[config.mk]
export PLATFORM = sky130hd
export DESIGN_NAME = gyro_lowpass_decimator_core_flat
export DESIGN_NICKNAME = d
export VERILOG_FILES = /design/src/gld_pkg.sv /design/src/gld_if.sv /design/src/gld_ctrl.sv /design/src/gld_datapath.sv /design/src/gyro_lowpass_decimator_core.sv /design/src/flat_wrapper.sv
export SDC_FILE = /design/constraint.sdc
export NUM_CORES = 2
export LEC_CHECK = 0
export BUFFER_PORTS_ARGS = -buffer_cell sky130_fd_sc_hd__buf_2
export CELL_PAD_IN_SITES_DETAIL_PLACEMENT = 0
export CELL_PAD_IN_SITES_GLOBAL_PLACEMENT = 1
export CORE_ASPECT_RATIO = 1.2
export CORE_MARGIN = 2
export CORE_UTILIZATION = 25
export CTS_CLUSTER_DIAMETER = 40
export CTS_CLUSTER_SIZE = 14
export DETAILED_ROUTE_END_ITERATION = 12
export PLACE_DENSITY = 0.54
export SETUP_SLACK_MARGIN = 0.3
export SYNTH_ARGS = -nofsm -noshare
export SYNTH_HDL_FRONTEND = slang
export SYNTH_SLANG_ARGS = --single-unit
[constraint.sdc]
create_clock -name clk -period 26.6 [get_ports clk]
set_input_delay 2.66 -clock clk [delete_from_list [all_inputs] [get_ports clk]]
set_output_delay 2.66 -clock clk [all_outputs]
set_load 0.01 [all_outputs]
[src/gld_pkg.sv]
`timescale 1ns / 1ps
// ----------------------------------------------------------------------------
// gld_pkg
// Shared types and constants for the gyro lowpass decimator.
// ----------------------------------------------------------------------------
package gld_pkg;

  localparam int SAMPLE_W   = 16;
  localparam int RES_W      = 24;
  localparam int CFG_IDX_W  = 3;
  localparam int CFG_DATA_W = 18;
  localparam int COEF_W     = 18;
  localparam int DELAY_W    = 32;
  localparam int FSUM_W     = 32;
  localparam int RSUM_W     = 24;
  localparam int GAIN_FRAC  = 16;
  localparam int OUT_FRAC   = 8;
  localparam int LAST_STEP  = 6;

  localparam logic [CFG_IDX_W-1:0] CFG_PT1_GAIN     = 3'd0;
  localparam logic [CFG_IDX_W-1:0] CFG_LPF_B0       = 3'd1;
  localparam logic [CFG_IDX_W-1:0] CFG_LPF_A1       = 3'd2;
  localparam logic [CFG_IDX_W-1:0] CFG_LPF_A2       = 3'd3;
  localparam logic [CFG_IDX_W-1:0] CFG_DECIM_RATIO  = 3'd4;
  localparam logic [CFG_IDX_W-1:0] CFG_OUT_SCALE    = 3'd5;
  // no register lives at this index
  localparam logic [CFG_IDX_W-1:0] CFG_NO_REG       = 3'd7;

  typedef enum logic [2:0] {
    MO_IDLE, MO_GAIN, MO_B0, MO_A1, MO_A2, MO_FSUM, MO_RSUM
  } mul_op_t;

  typedef enum logic [2:0] {
    ACT_NONE, ACT_S, ACT_Y, ACT_D1, ACT_D2, ACT_OUTF, ACT_OUTR
  } act_t;

  typedef enum logic [2:0] {
    ST_IDLE, ST_FILT, ST_CHECK, ST_WAIT, ST_EMIT
  } state_t;

  typedef struct packed {
    logic       load;
    mul_op_t    mul_op;
    logic [1:0] mul_axis;
    act_t       act;
    logic [1:0] act_axis;
    logic       count;
    logic       clear_cnt;
    logic       out_set;
  } cmd_t;

  typedef struct packed {
    logic due;
    logic out_full;
  } sts_t;

endpackage

[src/gld_if.sv]
`timescale 1ns / 1ps
// ----------------------------------------------------------------------------
// gld_if
// Channel interfaces: sample input, result output, configuration write.
// ----------------------------------------------------------------------------
interface gld_in_if;
  logic               valid;
  logic               ready;
  logic signed [15:0] x_sample;
  logic signed [15:0] y_sample;
  logic signed [15:0] z_sample;
  modport source (output valid, x_sample, y_sample, z_sample, input ready);
  modport sink (input valid, x_sample, y_sample, z_sample, output ready);
endinterface

interface gld_out_if;
  logic               valid;
  logic               ready;
  logic signed [23:0] filt_x;
  logic signed [23:0] filt_y;
  logic signed [23:0] filt_z;
  logic signed [23:0] raw_x;
  logic signed [23:0] raw_y;
  logic signed [23:0] raw_z;
  modport source (output valid, filt_x, filt_y, filt_z, raw_x, raw_y, raw_z,
                  input ready);
  modport sink (input valid, filt_x, filt_y, filt_z, raw_x, raw_y, raw_z,
                output ready);
endinterface

interface gld_cfg_if;
  logic        valid;
  logic        ready;
  logic [2:0]  index;
  logic [17:0] data;
  modport source (output valid, index, data, input ready);
  modport sink (input valid, index, data, output ready);
endinterface

[src/gld_ctrl.sv]
`timescale 1ns / 1ps
// ----------------------------------------------------------------------------
// gld_ctrl
// Sequencer: steps the shared multiplier through three axes, checks the decimation count, then emits when due.
// ----------------------------------------------------------------------------
module gld_ctrl
  import gld_pkg::*;
(
  input  logic clk,
  input  logic rst,
  input  logic in_valid,
  output logic in_ready,
  input  sts_t sts,
  output cmd_t cmd
);

  state_t     state, state_next;
  logic [2:0] step, step_next;
  logic [1:0] axis, axis_next;

  always_comb begin
    state_next = state;
    step_next  = step;
    axis_next  = axis;
    unique case (state)
      ST_IDLE: begin
        if (in_valid) begin
          state_next = ST_FILT;
          step_next  = '0;
          axis_next  = '0;
        end
      end
      ST_FILT: begin
        if (step == 3'(LAST_STEP)) begin
          step_next = '0;
          if (axis == 2'd2) state_next = ST_CHECK;
          else axis_next = axis + 2'd1;
        end else begin
          step_next = step + 3'd1;
        end
      end
      ST_CHECK: state_next = sts.due ? ST_WAIT : ST_IDLE;
      ST_WAIT: begin
        if (!sts.out_full) begin
          state_next = ST_EMIT;
          step_next  = '0;
        end
      end
      ST_EMIT: begin
        if (step == 3'(LAST_STEP)) state_next = ST_IDLE;
        else step_next = step + 3'd1;
      end
      default: state_next = ST_IDLE;
    endcase
  end

  always_comb begin
    logic [2:0] j;
    j        = step - 3'd1;
    in_ready = 1'b0;
    cmd      = '{load: 1'b0, mul_op: MO_IDLE, mul_axis: 2'd0, act: ACT_NONE,
                 act_axis: 2'd0, count: 1'b0, clear_cnt: 1'b0, out_set: 1'b0};
    unique case (state)
      ST_IDLE: begin
        in_ready = 1'b1;
        cmd.load = in_valid;
      end
      ST_FILT: begin
        cmd.mul_axis = axis;
        cmd.act_axis = axis;
        unique case (step)
          3'd0: cmd.mul_op = MO_GAIN;
          3'd1: cmd.act = ACT_S;
          3'd2: cmd.mul_op = MO_B0;
          3'd3: cmd.act = ACT_Y;
          3'd4: cmd.mul_op = MO_A1;
          3'd5: begin
            cmd.act    = ACT_D1;
            cmd.mul_op = MO_A2;
          end
          3'd6: begin
            cmd.act   = ACT_D2;
            cmd.count = (axis == 2'd2);
          end
          default: cmd.act = ACT_NONE;
        endcase
      end
      ST_EMIT: begin
        // multiply for slot k while the product of slot k-1 is written out
        if (step < 3'd3) begin
          cmd.mul_op   = MO_FSUM;
          cmd.mul_axis = step[1:0];
        end else if (step < 3'(LAST_STEP)) begin
          cmd.mul_op   = MO_RSUM;
          cmd.mul_axis = 2'(step - 3'd3);
        end
        if (step != 3'd0) begin
          if (j < 3'd3) begin
            cmd.act      = ACT_OUTF;
            cmd.act_axis = j[1:0];
          end else begin
            cmd.act      = ACT_OUTR;
            cmd.act_axis = 2'(j - 3'd3);
          end
        end
        if (step == 3'(LAST_STEP)) begin
          cmd.out_set   = 1'b1;
          cmd.clear_cnt = 1'b1;
        end
      end
      default: cmd.load = 1'b0;
    endcase
  end

  always_ff @(posedge clk) begin
    if (rst) begin
      state <= ST_IDLE;
      step  <= '0;
      axis  <= '0;
    end else begin
      state <= state_next;
      step  <= step_next;
      axis  <= axis_next;
    end
  end

  a_out_set_free: assert property (@(posedge clk) disable iff (rst)
    cmd.out_set |-> !sts.out_full) else $error("result written over a full output");
  a_out_set_full: assert property (@(posedge clk) disable iff (rst)
    cmd.out_set |=> sts.out_full) else $error("result not presented");
  a_accept_starts: assert property (@(posedge clk) disable iff (rst)
    (in_valid && in_ready) |=> (state == ST_FILT && step == 3'd0 && axis == 2'd0))
    else $error("accepted transaction not started");

endmodule

[src/gld_datapath.sv]
`timescale 1ns / 1ps
// ----------------------------------------------------------------------------
// gld_datapath
// Registers, filter state, shared multiplier and output register.
// ----------------------------------------------------------------------------
module gld_datapath
  import gld_pkg::*;
#(
  parameter int FRAC_BITS      = 8,
  parameter int COEF_FRAC_BITS = 16
) (
  input  logic                       clk,
  input  logic                       rst,
  gld_cfg_if.sink                    cfg,
  input  logic signed [SAMPLE_W-1:0] x_sample,
  input  logic signed [SAMPLE_W-1:0] y_sample,
  input  logic signed [SAMPLE_W-1:0] z_sample,
  gld_out_if.source                  result,
  input  cmd_t                       cmd,
  output sts_t                       sts
);

  localparam int DW = SAMPLE_W + FRAC_BITS;
  localparam int AW = (DW + 1 > DELAY_W) ? DW + 1 : DELAY_W;
  localparam int PW = AW + COEF_W;
  localparam int EW = PW + 2;

  logic [15:0]              gain, b0, scale;
  logic signed [17:0]       a1;
  logic signed [16:0]       a2;
  logic [7:0]               decim, cnt;

  logic signed [SAMPLE_W-1:0] x_q [3];
  logic signed [DW-1:0]       s_q [3];
  logic signed [DELAY_W-1:0]  d1_q [3];
  logic signed [DELAY_W-1:0]  d2_q [3];
  logic signed [FSUM_W-1:0]   fsum_q [3];
  logic signed [RSUM_W-1:0]   rsum_q [3];
  logic signed [RES_W-1:0]    outf_q [3];
  logic signed [RES_W-1:0]    outr_q [3];
  logic signed [DW-1:0]       y_q;
  logic signed [PW-1:0]       pb_q, prod_q;
  logic                       out_full;

  logic signed [AW-1:0]     mul_a;
  logic signed [COEF_W-1:0] mul_b;
  logic signed [DW-1:0]     xf;
  logic [7:0]               fac;

  function automatic logic signed [DW-1:0] sat_dw(input logic signed [EW-1:0] v);
    logic signed [EW-1:0] hi, lo;
    hi = EW'({1'b0, {(DW-1){1'b1}}});
    lo = ~hi;
    if (v > hi) return {1'b0, {(DW-1){1'b1}}};
    else if (v < lo) return {1'b1, {(DW-1){1'b0}}};
    else return v[DW-1:0];
  endfunction

  function automatic logic signed [31:0] sat32(input logic signed [EW-1:0] v);
    logic signed [EW-1:0] hi, lo;
    hi = EW'({1'b0, {31{1'b1}}});
    lo = ~hi;
    if (v > hi) return {1'b0, {31{1'b1}}};
    else if (v < lo) return {1'b1, {31{1'b0}}};
    else return v[31:0];
  endfunction

  function automatic logic signed [23:0] sat24(input logic signed [EW-1:0] v);
    logic signed [EW-1:0] hi, lo;
    hi = EW'({1'b0, {23{1'b1}}});
    lo = ~hi;
    if (v > hi) return {1'b0, {23{1'b1}}};
    else if (v < lo) return {1'b1, {23{1'b0}}};
    else return v[23:0];
  endfunction

  assign cfg.ready = 1'b1;

  always_ff @(posedge clk) begin
    if (rst) begin
      gain  <= 16'hFFFF;
      b0    <= 16'h4000;
      a1    <= '0;
      a2    <= '0;
      decim <= 8'd1;
      scale <= 16'hFFFF;
    end else if (cfg.valid) begin
      unique case (cfg.index)
        CFG_PT1_GAIN:     gain  <= cfg.data[15:0];
        CFG_LPF_B0:       b0    <= cfg.data[15:0];
        CFG_LPF_A1:       a1    <= signed'(cfg.data);
        CFG_LPF_A2:       a2    <= signed'(cfg.data[16:0]);
        CFG_DECIM_RATIO:  decim <= cfg.data[7:0];
        CFG_OUT_SCALE:    scale <= cfg.data[15:0];
        default:          gain  <= gain;
      endcase
    end
  end

  assign xf = {x_q[cmd.mul_axis], {FRAC_BITS{1'b0}}};

  always_comb begin
    mul_a = '0;
    mul_b = '0;
    unique case (cmd.mul_op)
      MO_GAIN: begin
        mul_a = AW'(xf) - AW'(s_q[cmd.mul_axis]);
        mul_b = signed'({2'b00, gain});
      end
      MO_B0: begin
        mul_a = AW'(s_q[cmd.mul_axis]);
        mul_b = signed'({2'b00, b0});
      end
      MO_A1: begin
        mul_a = AW'(y_q);
        mul_b = a1;
      end
      MO_A2: begin
        mul_a = AW'(y_q);
        mul_b = COEF_W'(a2);
      end
      MO_FSUM: begin
        mul_a = AW'(fsum_q[cmd.mul_axis]);
        mul_b = signed'({2'b00, scale});
      end
      MO_RSUM: begin
        mul_a = AW'(rsum_q[cmd.mul_axis]);
        mul_b = signed'({2'b00, scale});
      end
      default: mul_a = '0;
    endcase
  end

  always_ff @(posedge clk) begin
    prod_q <= mul_a * mul_b;
  end

  always_ff @(posedge clk) begin
    if (cmd.load) begin
      x_q[0] <= x_sample;
      x_q[1] <= y_sample;
      x_q[2] <= z_sample;
    end
  end

  always_ff @(posedge clk) begin
    if (rst) begin
      for (int i = 0; i < 3; i++) begin
        s_q[i]    <= '0;
        d1_q[i]   <= '0;
        d2_q[i]   <= '0;
        fsum_q[i] <= '0;
        rsum_q[i] <= '0;
      end
    end else begin
      unique case (cmd.act)
        ACT_S: s_q[cmd.act_axis] <=
          sat_dw(EW'(s_q[cmd.act_axis]) + EW'(prod_q >>> GAIN_FRAC));
        ACT_Y: begin
          pb_q <= prod_q;
          y_q  <= sat_dw(EW'(prod_q >>> COEF_FRAC_BITS) + EW'(d1_q[cmd.act_axis]));
        end
        ACT_D1: d1_q[cmd.act_axis] <=
          sat32((((EW'(pb_q) <<< 1) - EW'(prod_q)) >>> COEF_FRAC_BITS)
                + EW'(d2_q[cmd.act_axis]));
        ACT_D2: begin
          d2_q[cmd.act_axis]   <= sat32((EW'(pb_q) - EW'(prod_q)) >>> COEF_FRAC_BITS);
          fsum_q[cmd.act_axis] <= sat32(EW'(fsum_q[cmd.act_axis]) + EW'(y_q));
          rsum_q[cmd.act_axis] <= sat24(EW'(rsum_q[cmd.act_axis])
                                        + EW'(x_q[cmd.act_axis]));
        end
        ACT_OUTF: begin
          outf_q[cmd.act_axis] <=
            sat24(EW'(prod_q >>> (GAIN_FRAC + FRAC_BITS - OUT_FRAC)));
          fsum_q[cmd.act_axis] <= '0;
        end
        ACT_OUTR: begin
          outr_q[cmd.act_axis] <= sat24(EW'(prod_q >>> (GAIN_FRAC - OUT_FRAC)));
          rsum_q[cmd.act_axis] <= '0;
        end
        default: pb_q <= pb_q;
      endcase
    end
  end

  always_ff @(posedge clk) begin
    if (rst) begin
      cnt      <= '0;
      out_full <= 1'b0;
    end else begin
      if (cmd.clear_cnt) cnt <= '0;
      else if (cmd.count) cnt <= cnt + 8'd1;
      if (cmd.out_set) out_full <= 1'b1;
      else if (result.ready) out_full <= 1'b0;
    end
  end

  // a zero factor behaves as one
  assign fac          = (decim == 8'd0) ? 8'd1 : decim;
  assign sts.due      = (cnt >= fac);
  assign sts.out_full = out_full;

  assign result.valid  = out_full;
  assign result.filt_x = outf_q[0];
  assign result.filt_y = outf_q[1];
  assign result.filt_z = outf_q[2];
  assign result.raw_x  = outr_q[0];
  assign result.raw_y  = outr_q[1];
  assign result.raw_z  = outr_q[2];

endmodule

[src/gyro_lowpass_decimator_core.sv]
`timescale 1ns / 1ps
// ----------------------------------------------------------------------------
// gyro_lowpass_decimator_core
// Per-axis first-order and biquad lowpass with block-average decimation.
// ----------------------------------------------------------------------------
// Usage:
//   sample : valid/ready channel, one three-axis gyro sample per transaction.
//   result : valid/ready channel, six Q15.8 averages once per decimation block.
//   cfg    : valid/ready write channel (index, data), always ready; write only
//            while the block is idle.
// Sequence: a sample is taken in the idle state, then the shared multiplier runs
//   seven steps per axis and the block makes the decimation check before the
//   next sample can be taken. A sample that completes a block adds a wait state
//   and seven emit steps (six scaling products); the result is valid from the
//   cycle in which the next sample can be taken.
// The result sits in an output register; the next sample is accepted while it
//   waits. If the receiver stalls and another result is due, the block holds
//   in its wait state until the register is free.
// Reset clears all filter state, sums, counter and loads register defaults.
// ----------------------------------------------------------------------------
module gyro_lowpass_decimator_core
  import gld_pkg::*;
#(
  parameter int FRAC_BITS      = 8,
  parameter int COEF_FRAC_BITS = 16
) (
  input  logic      clk,
  input  logic      rst,
  gld_in_if.sink    sample,
  gld_out_if.source result,
  gld_cfg_if.sink   cfg
);

  cmd_t cmd;
  sts_t sts;
  logic in_ready;

  assign sample.ready = in_ready;

  gld_ctrl u_ctrl (
    .clk      (clk),
    .rst      (rst),
    .in_valid (sample.valid),
    .in_ready (in_ready),
    .sts      (sts),
    .cmd      (cmd)
  );

  gld_datapath #(
    .FRAC_BITS      (FRAC_BITS),
    .COEF_FRAC_BITS (COEF_FRAC_BITS)
  ) u_datapath (
    .clk      (clk),
    .rst      (rst),
    .cfg      (cfg),
    .x_sample (sample.x_sample),
    .y_sample (sample.y_sample),
    .z_sample (sample.z_sample),
    .result   (result),
    .cmd      (cmd),
    .sts      (sts)
  );

endmodule

[src/flat_wrapper.sv]
// flat-port wrapper written by rule: the top's interface ports become plain ports
module gyro_lowpass_decimator_core_flat import gld_pkg::*;
#(
  parameter int FRAC_BITS      = 8,
  parameter int COEF_FRAC_BITS = 16
)
  (clk, rst, sample_valid, sample_x_sample, sample_y_sample, sample_z_sample, sample_ready, result_valid, result_filt_x, result_filt_y, result_filt_z, result_raw_x, result_raw_y, result_raw_z, result_ready, cfg_valid, cfg_index, cfg_data, cfg_ready);
  gld_in_if sample_i ();
  gld_out_if result_i ();
  gld_cfg_if cfg_i ();
  input  logic clk;
  input  logic rst;
  input wire logic [$bits(sample_i.valid)-1:0] sample_valid;
  input wire logic [$bits(sample_i.x_sample)-1:0] sample_x_sample;
  input wire logic [$bits(sample_i.y_sample)-1:0] sample_y_sample;
  input wire logic [$bits(sample_i.z_sample)-1:0] sample_z_sample;
  output wire logic [$bits(sample_i.ready)-1:0] sample_ready;
  output wire logic [$bits(result_i.valid)-1:0] result_valid;
  output wire logic [$bits(result_i.filt_x)-1:0] result_filt_x;
  output wire logic [$bits(result_i.filt_y)-1:0] result_filt_y;
  output wire logic [$bits(result_i.filt_z)-1:0] result_filt_z;
  output wire logic [$bits(result_i.raw_x)-1:0] result_raw_x;
  output wire logic [$bits(result_i.raw_y)-1:0] result_raw_y;
  output wire logic [$bits(result_i.raw_z)-1:0] result_raw_z;
  input wire logic [$bits(result_i.ready)-1:0] result_ready;
  input wire logic [$bits(cfg_i.valid)-1:0] cfg_valid;
  input wire logic [$bits(cfg_i.index)-1:0] cfg_index;
  input wire logic [$bits(cfg_i.data)-1:0] cfg_data;
  output wire logic [$bits(cfg_i.ready)-1:0] cfg_ready;
  assign sample_i.valid = sample_valid;
  assign sample_i.x_sample = sample_x_sample;
  assign sample_i.y_sample = sample_y_sample;
  assign sample_i.z_sample = sample_z_sample;
  assign sample_ready = sample_i.ready;
  assign result_valid = result_i.valid;
  assign result_filt_x = result_i.filt_x;
  assign result_filt_y = result_i.filt_y;
  assign result_filt_z = result_i.filt_z;
  assign result_raw_x = result_i.raw_x;
  assign result_raw_y = result_i.raw_y;
  assign result_raw_z = result_i.raw_z;
  assign result_i.ready = result_ready;
  assign cfg_i.valid = cfg_valid;
  assign cfg_i.index = cfg_index;
  assign cfg_i.data = cfg_data;
  assign cfg_ready = cfg_i.ready;
  gyro_lowpass_decimator_core #(.FRAC_BITS(FRAC_BITS), .COEF_FRAC_BITS(COEF_FRAC_BITS)) u_core (.clk(clk), .rst(rst), .sample(sample_i), .result(result_i), .cfg(cfg_i));
endmodule
==> results.py <==
metrics = {
    "status": {
        "status": "finished with violations",
        "violations": "max-capacitance violations",
    },
    "setup_path": {
        "crit-reg2reg-launch": "u_core.u_ctrl.step[0]",
        "r2r_cells": 42,
        "end_kind": "register",
        "cp.required_ns": 27.35,
        "r2r_end": "u_core.u_datapath.prod_q[47]",
        "worstPathArrival_ns": 12.98,
        "cp-start-kind": "register",
        "slowest_delay_ns": 0.80,
        "worstSetupPathType": "register to register",
        "crit_slowest_cell": "fa_1",
        "crit_fanout": 52,
        "cpMostUsedCell": "inv_1",
        "reg2reg_slack_ns": 14.37,
    },
    "synthesis": {
        "netlist-cell-type-count": 102,
        "synth_seq_cells": 1000,
        "yosys.area.top_type": "edfxtp_1",
        "netlist_area_mm2": 0.07838,
        "netlist_instances": 8502,
        "yosysMostFrequentCell": "nand2_1",
        "synth_ff_type": "edfxtp_1",
        "seq_area_frac_synth": 0.3630,
        "synth_edf_count": 842,
        "synthDominantCellAreaShare": 0.3226,
        "syn_nets": 9547,
        "synthTopCellsByArea": "edfxtp_1 32%, fa_1 14%, nand2_1 7.5%",
        "syn_avg_cell_area_um2": 9.219,
        "async_reset_ff_frac": 0,
        "yosysWarnings": 0,
        "yosys-top-cells-count": "1570 x nand2_1, 842 x edfxtp_1, 790 x inv_1",
    },
    "clocking": {
        "ctsHoldBuffers": 0,
        "ctsResizeCount": 0,
        "cts_made_buffers": 216,
        "cts.sinks": 1000,
        "cts_tree": "done",
        "cts-htree-levels": 4,
        "clock_latency_ns": 0.91,
        "cts-root-buf": "clkbuf_16",
        "post_cts_buffers": 0,
        "clkTransAtPathRegs_ns": 0.05,
        "cts_buffer_depth": 4,
    },
    "pwr": {
        "p_total_w": 0.007282,
        "p_leak_nw": 38.43,
        "p_per_area_mw_per_mm2": 79.23,
        "ir_drop_mv": 0.07231,
    },
    "global_route": {
        "grt_pass1_vias": 66490,
        "globalRouteTotalUtil": 0.1919,
        "grt_pass1_wl_mm": 455.0,
        "grt_antenna_before_repair": 24,
        "overflow": 0,
        "grt_max_degree": 108,
    },
    "die": {
        "top_level_ports": 221,
        "die_h_um": 617.4,
        "placementRows": 225,
        "design.die.area_mm2": 0.3180,
        "start_util": 0.2508,
        "design.core.area_mm2": 0.3125,
        "die_width_um": 515.1,
    },
    "final_layout": {
        "fillerInstances": 33080,
        "instances_no_fill": 12950,
        "final_core_utilization": 0.2941,
        "layout-drive-gt1-share": 0.1057,
        "areaGrowthSynthToFinish_pct": 17.26,
        "layout.nets": 9726,
    },
    "placed_design": {
        "port_buffers": 219,
        "pre_cts_ws_ns": 14.40,
        "hpwlAfterDp_mm": 223.1,
        "placed_cells": 12550,
        "place_congestion": 0.8771,
    },
    "drt": {
        "met3_length_mm": 16.10,
        "via_per_inst": 4.980,
        "wl_met1_mm": 131.6,
        "wl_met2_mm": 147.9,
        "postRouteAntennaNets": 0,
        "top_layer_used": "met5",
        "num_vias": 64480,
        "dr.pass1.iters": 6,
        "wirelength_mm": 309.2,
        "drc": 0,
        "drt_iter0_drc": 5020,
        "wl_per_cell_um": 23.88,
    },
    "sta": {
        "finalSetupViolations": 0,
        "fin_ws_ns": 14.37,
        "fin_setup_tns_ns": 0,
        "max_freq_mhz": 81.77,
        "rsz0062_at_grt": "false",
        "fin_skew_ns": 0.09426,
        "max-slew-margin-rel": 0.002169,
        "min_period_ns": 12.23,
        "tightest_slew_ns": 1.483,
        "post-route-period-util": 0.4597,
        "hold_viol": 0,
        "maxSlewViolCount": 0,
    },
    "job": {
        "drv_cap": 1,
    },
    "worst_hold_path": {
        "min_path_cells": 0,
        "hold_class": "register to register",
        "hold_path.startpoint": "u_core.u_datapath.prod_q[1]",
        "hold_end": "u_core.u_datapath.pb_q[1]",
    },
}
## area by class of cell
cell class / instances / area (µm²) / area share
clock inverter: 152 / 1642 / 0.01786
tap: 4086 / 5112 / 0.05563
multi-input combinational: 6261 / 45510 / 0.4951
inverter: 790 / 2965 / 0.03227
antenna: 5 / 12.51 / 0.0001361
timing repair buffer: 412 / 2585 / 0.02813
clock buffer: 241 / 5634 / 0.06130
sequential: 1000 / 28450 / 0.3095
## stage by stage
step	hold slack (ns)	area [µm²]
6_report	0.4427	91900
5_1_grt	0.4513	91900
4_1_cts	0.4411	91890
3_5_place_dp	0.4218	84620
3_3_place_gp	0.4291	84620
2_1_floorplan	0.4082	78380
## state kept, by name, indices dropped and copies added, names as in the netlist, 8 cells and up
name	cells
u_core.u_datapath.d1_q	128
u_core.u_datapath.d2_q	128
u_core.u_datapath.fsum_q	128
u_core.u_datapath.rsum_q	96
u_core.u_datapath.s_q	96
u_core.u_datapath.outf_q	72
u_core.u_datapath.outr_q	72
u_core.u_datapath.pb_q	50
u_core.u_datapath.prod_q	50
u_core.u_datapath.x_q	48
u_core.u_datapath.y_q	24
u_core.u_datapath.a1	18
u_core.u_datapath.a2	17
u_core.u_datapath.b0	16
u_core.u_datapath.gain	16
u_core.u_datapath.scale	16
u_core.u_datapath.cnt	8
u_core.u_datapath.decim	8
## worst max-delay path by stage
stage,startpoint,endpoint,slack (ns),cells past startpoint
finish,u_core.u_ctrl.step[0],u_core.u_datapath.prod_q[47],14.37,42
detailed placement,u_core.u_ctrl.step[0],u_core.u_datapath.prod_q[48],14.40,39
CTS,u_core.u_ctrl.step[0],u_core.u_datapath.prod_q[48],14.42,39
global placement,u_core.u_ctrl.step[0],u_core.u_datapath.prod_q[44],14.35,39
global route,u_core.u_ctrl.step[0],u_core.u_datapath.prod_q[49],13.68,40
floorplan,u_core.u_ctrl.step[0],u_core.u_datapath.prod_q[49],16.08,47
## layout by cell type, fill, tap and decap left out, types with 22 or more instances in the layout
cell type	count
inv_1	790
xnor2_1	171
clkinv_2	31
edfxtp_1	842
nor2_1	729
clkbuf_16	220
nand3_1	111
buf_2	218
nand3b_1	42
o21bai_1	38
nand2b_1	76
a211oi_1	69
buf_4	191
or3_1	22
nor2b_1	61
and2_1	149
nor3_1	73
xor2_1	81
bufinv_16	22
o21a_1	56
o211ai_1	45
dfxtp_1	158
mux2i_1	61
o21ai_1	122
a21oi_1	542
ha_1	413
o31ai_1	22
a31oi_1	197
mux4_2	35
and3_1	188
o21ai_0	224
nand2_1	1570
nand4_1	47
fa_1	558
inv_6	29
a21o_1	186
## worst max-delay path: cells and delay by family (launching register included)
kind | cells | cell delay, ns
compound gates | 15 | 3.49
xor+xnor | 1 | 0.13
fa+ha+maj | 9 | 4.38
buf+inv | 10 | 1.99
flops | 1 | 0.54
simple gates | 7 | 1.51
## cell families (layout without fill, tap and decap cells)
| family | count (synthesis) | in the layout | share of synthesized area |
|---|---|---|---|
| DFF | 1000 | 1000 | 0.3630 |
| AOI/OAI and AO/OA | 1773 | 1773 | 0.1424 |
| other | 1 | 6 | 0.00004785 |
| buffers and inverters | 1241 | 1595 | 0.06151 |
| adders and majority gates | 973 | 973 | 0.2087 |
| xor gates and xnor gates | 252 | 252 | 0.02816 |
| muxes | 99 | 99 | 0.01828 |
| and+or+nand+nor | 3163 | 3163 | 0.1779 |
## routing by layer
metal  track usage  vias to the layer above
met4       0.07512                        2
met5             0                        -
li1              -                    29520
met1        0.2462                    32530
met2        0.3251                     1953
met3       0.02564                      466
## report_power, final
group / leakage (nW) / internal, W / total (W) / switching, W
combinational: 25.5 / 0.000811 / 0.00267 / 0.00186
sequential: 9.43 / 0.00187 / 0.00191 / 0.0000403
clock: 3.54 / 0.00175 / 0.00270 / 0.000955
total: 38.4 / 0.00443 / 0.00728 / 0.00285
Note: power is estimated with default switching activity, not from simulation.
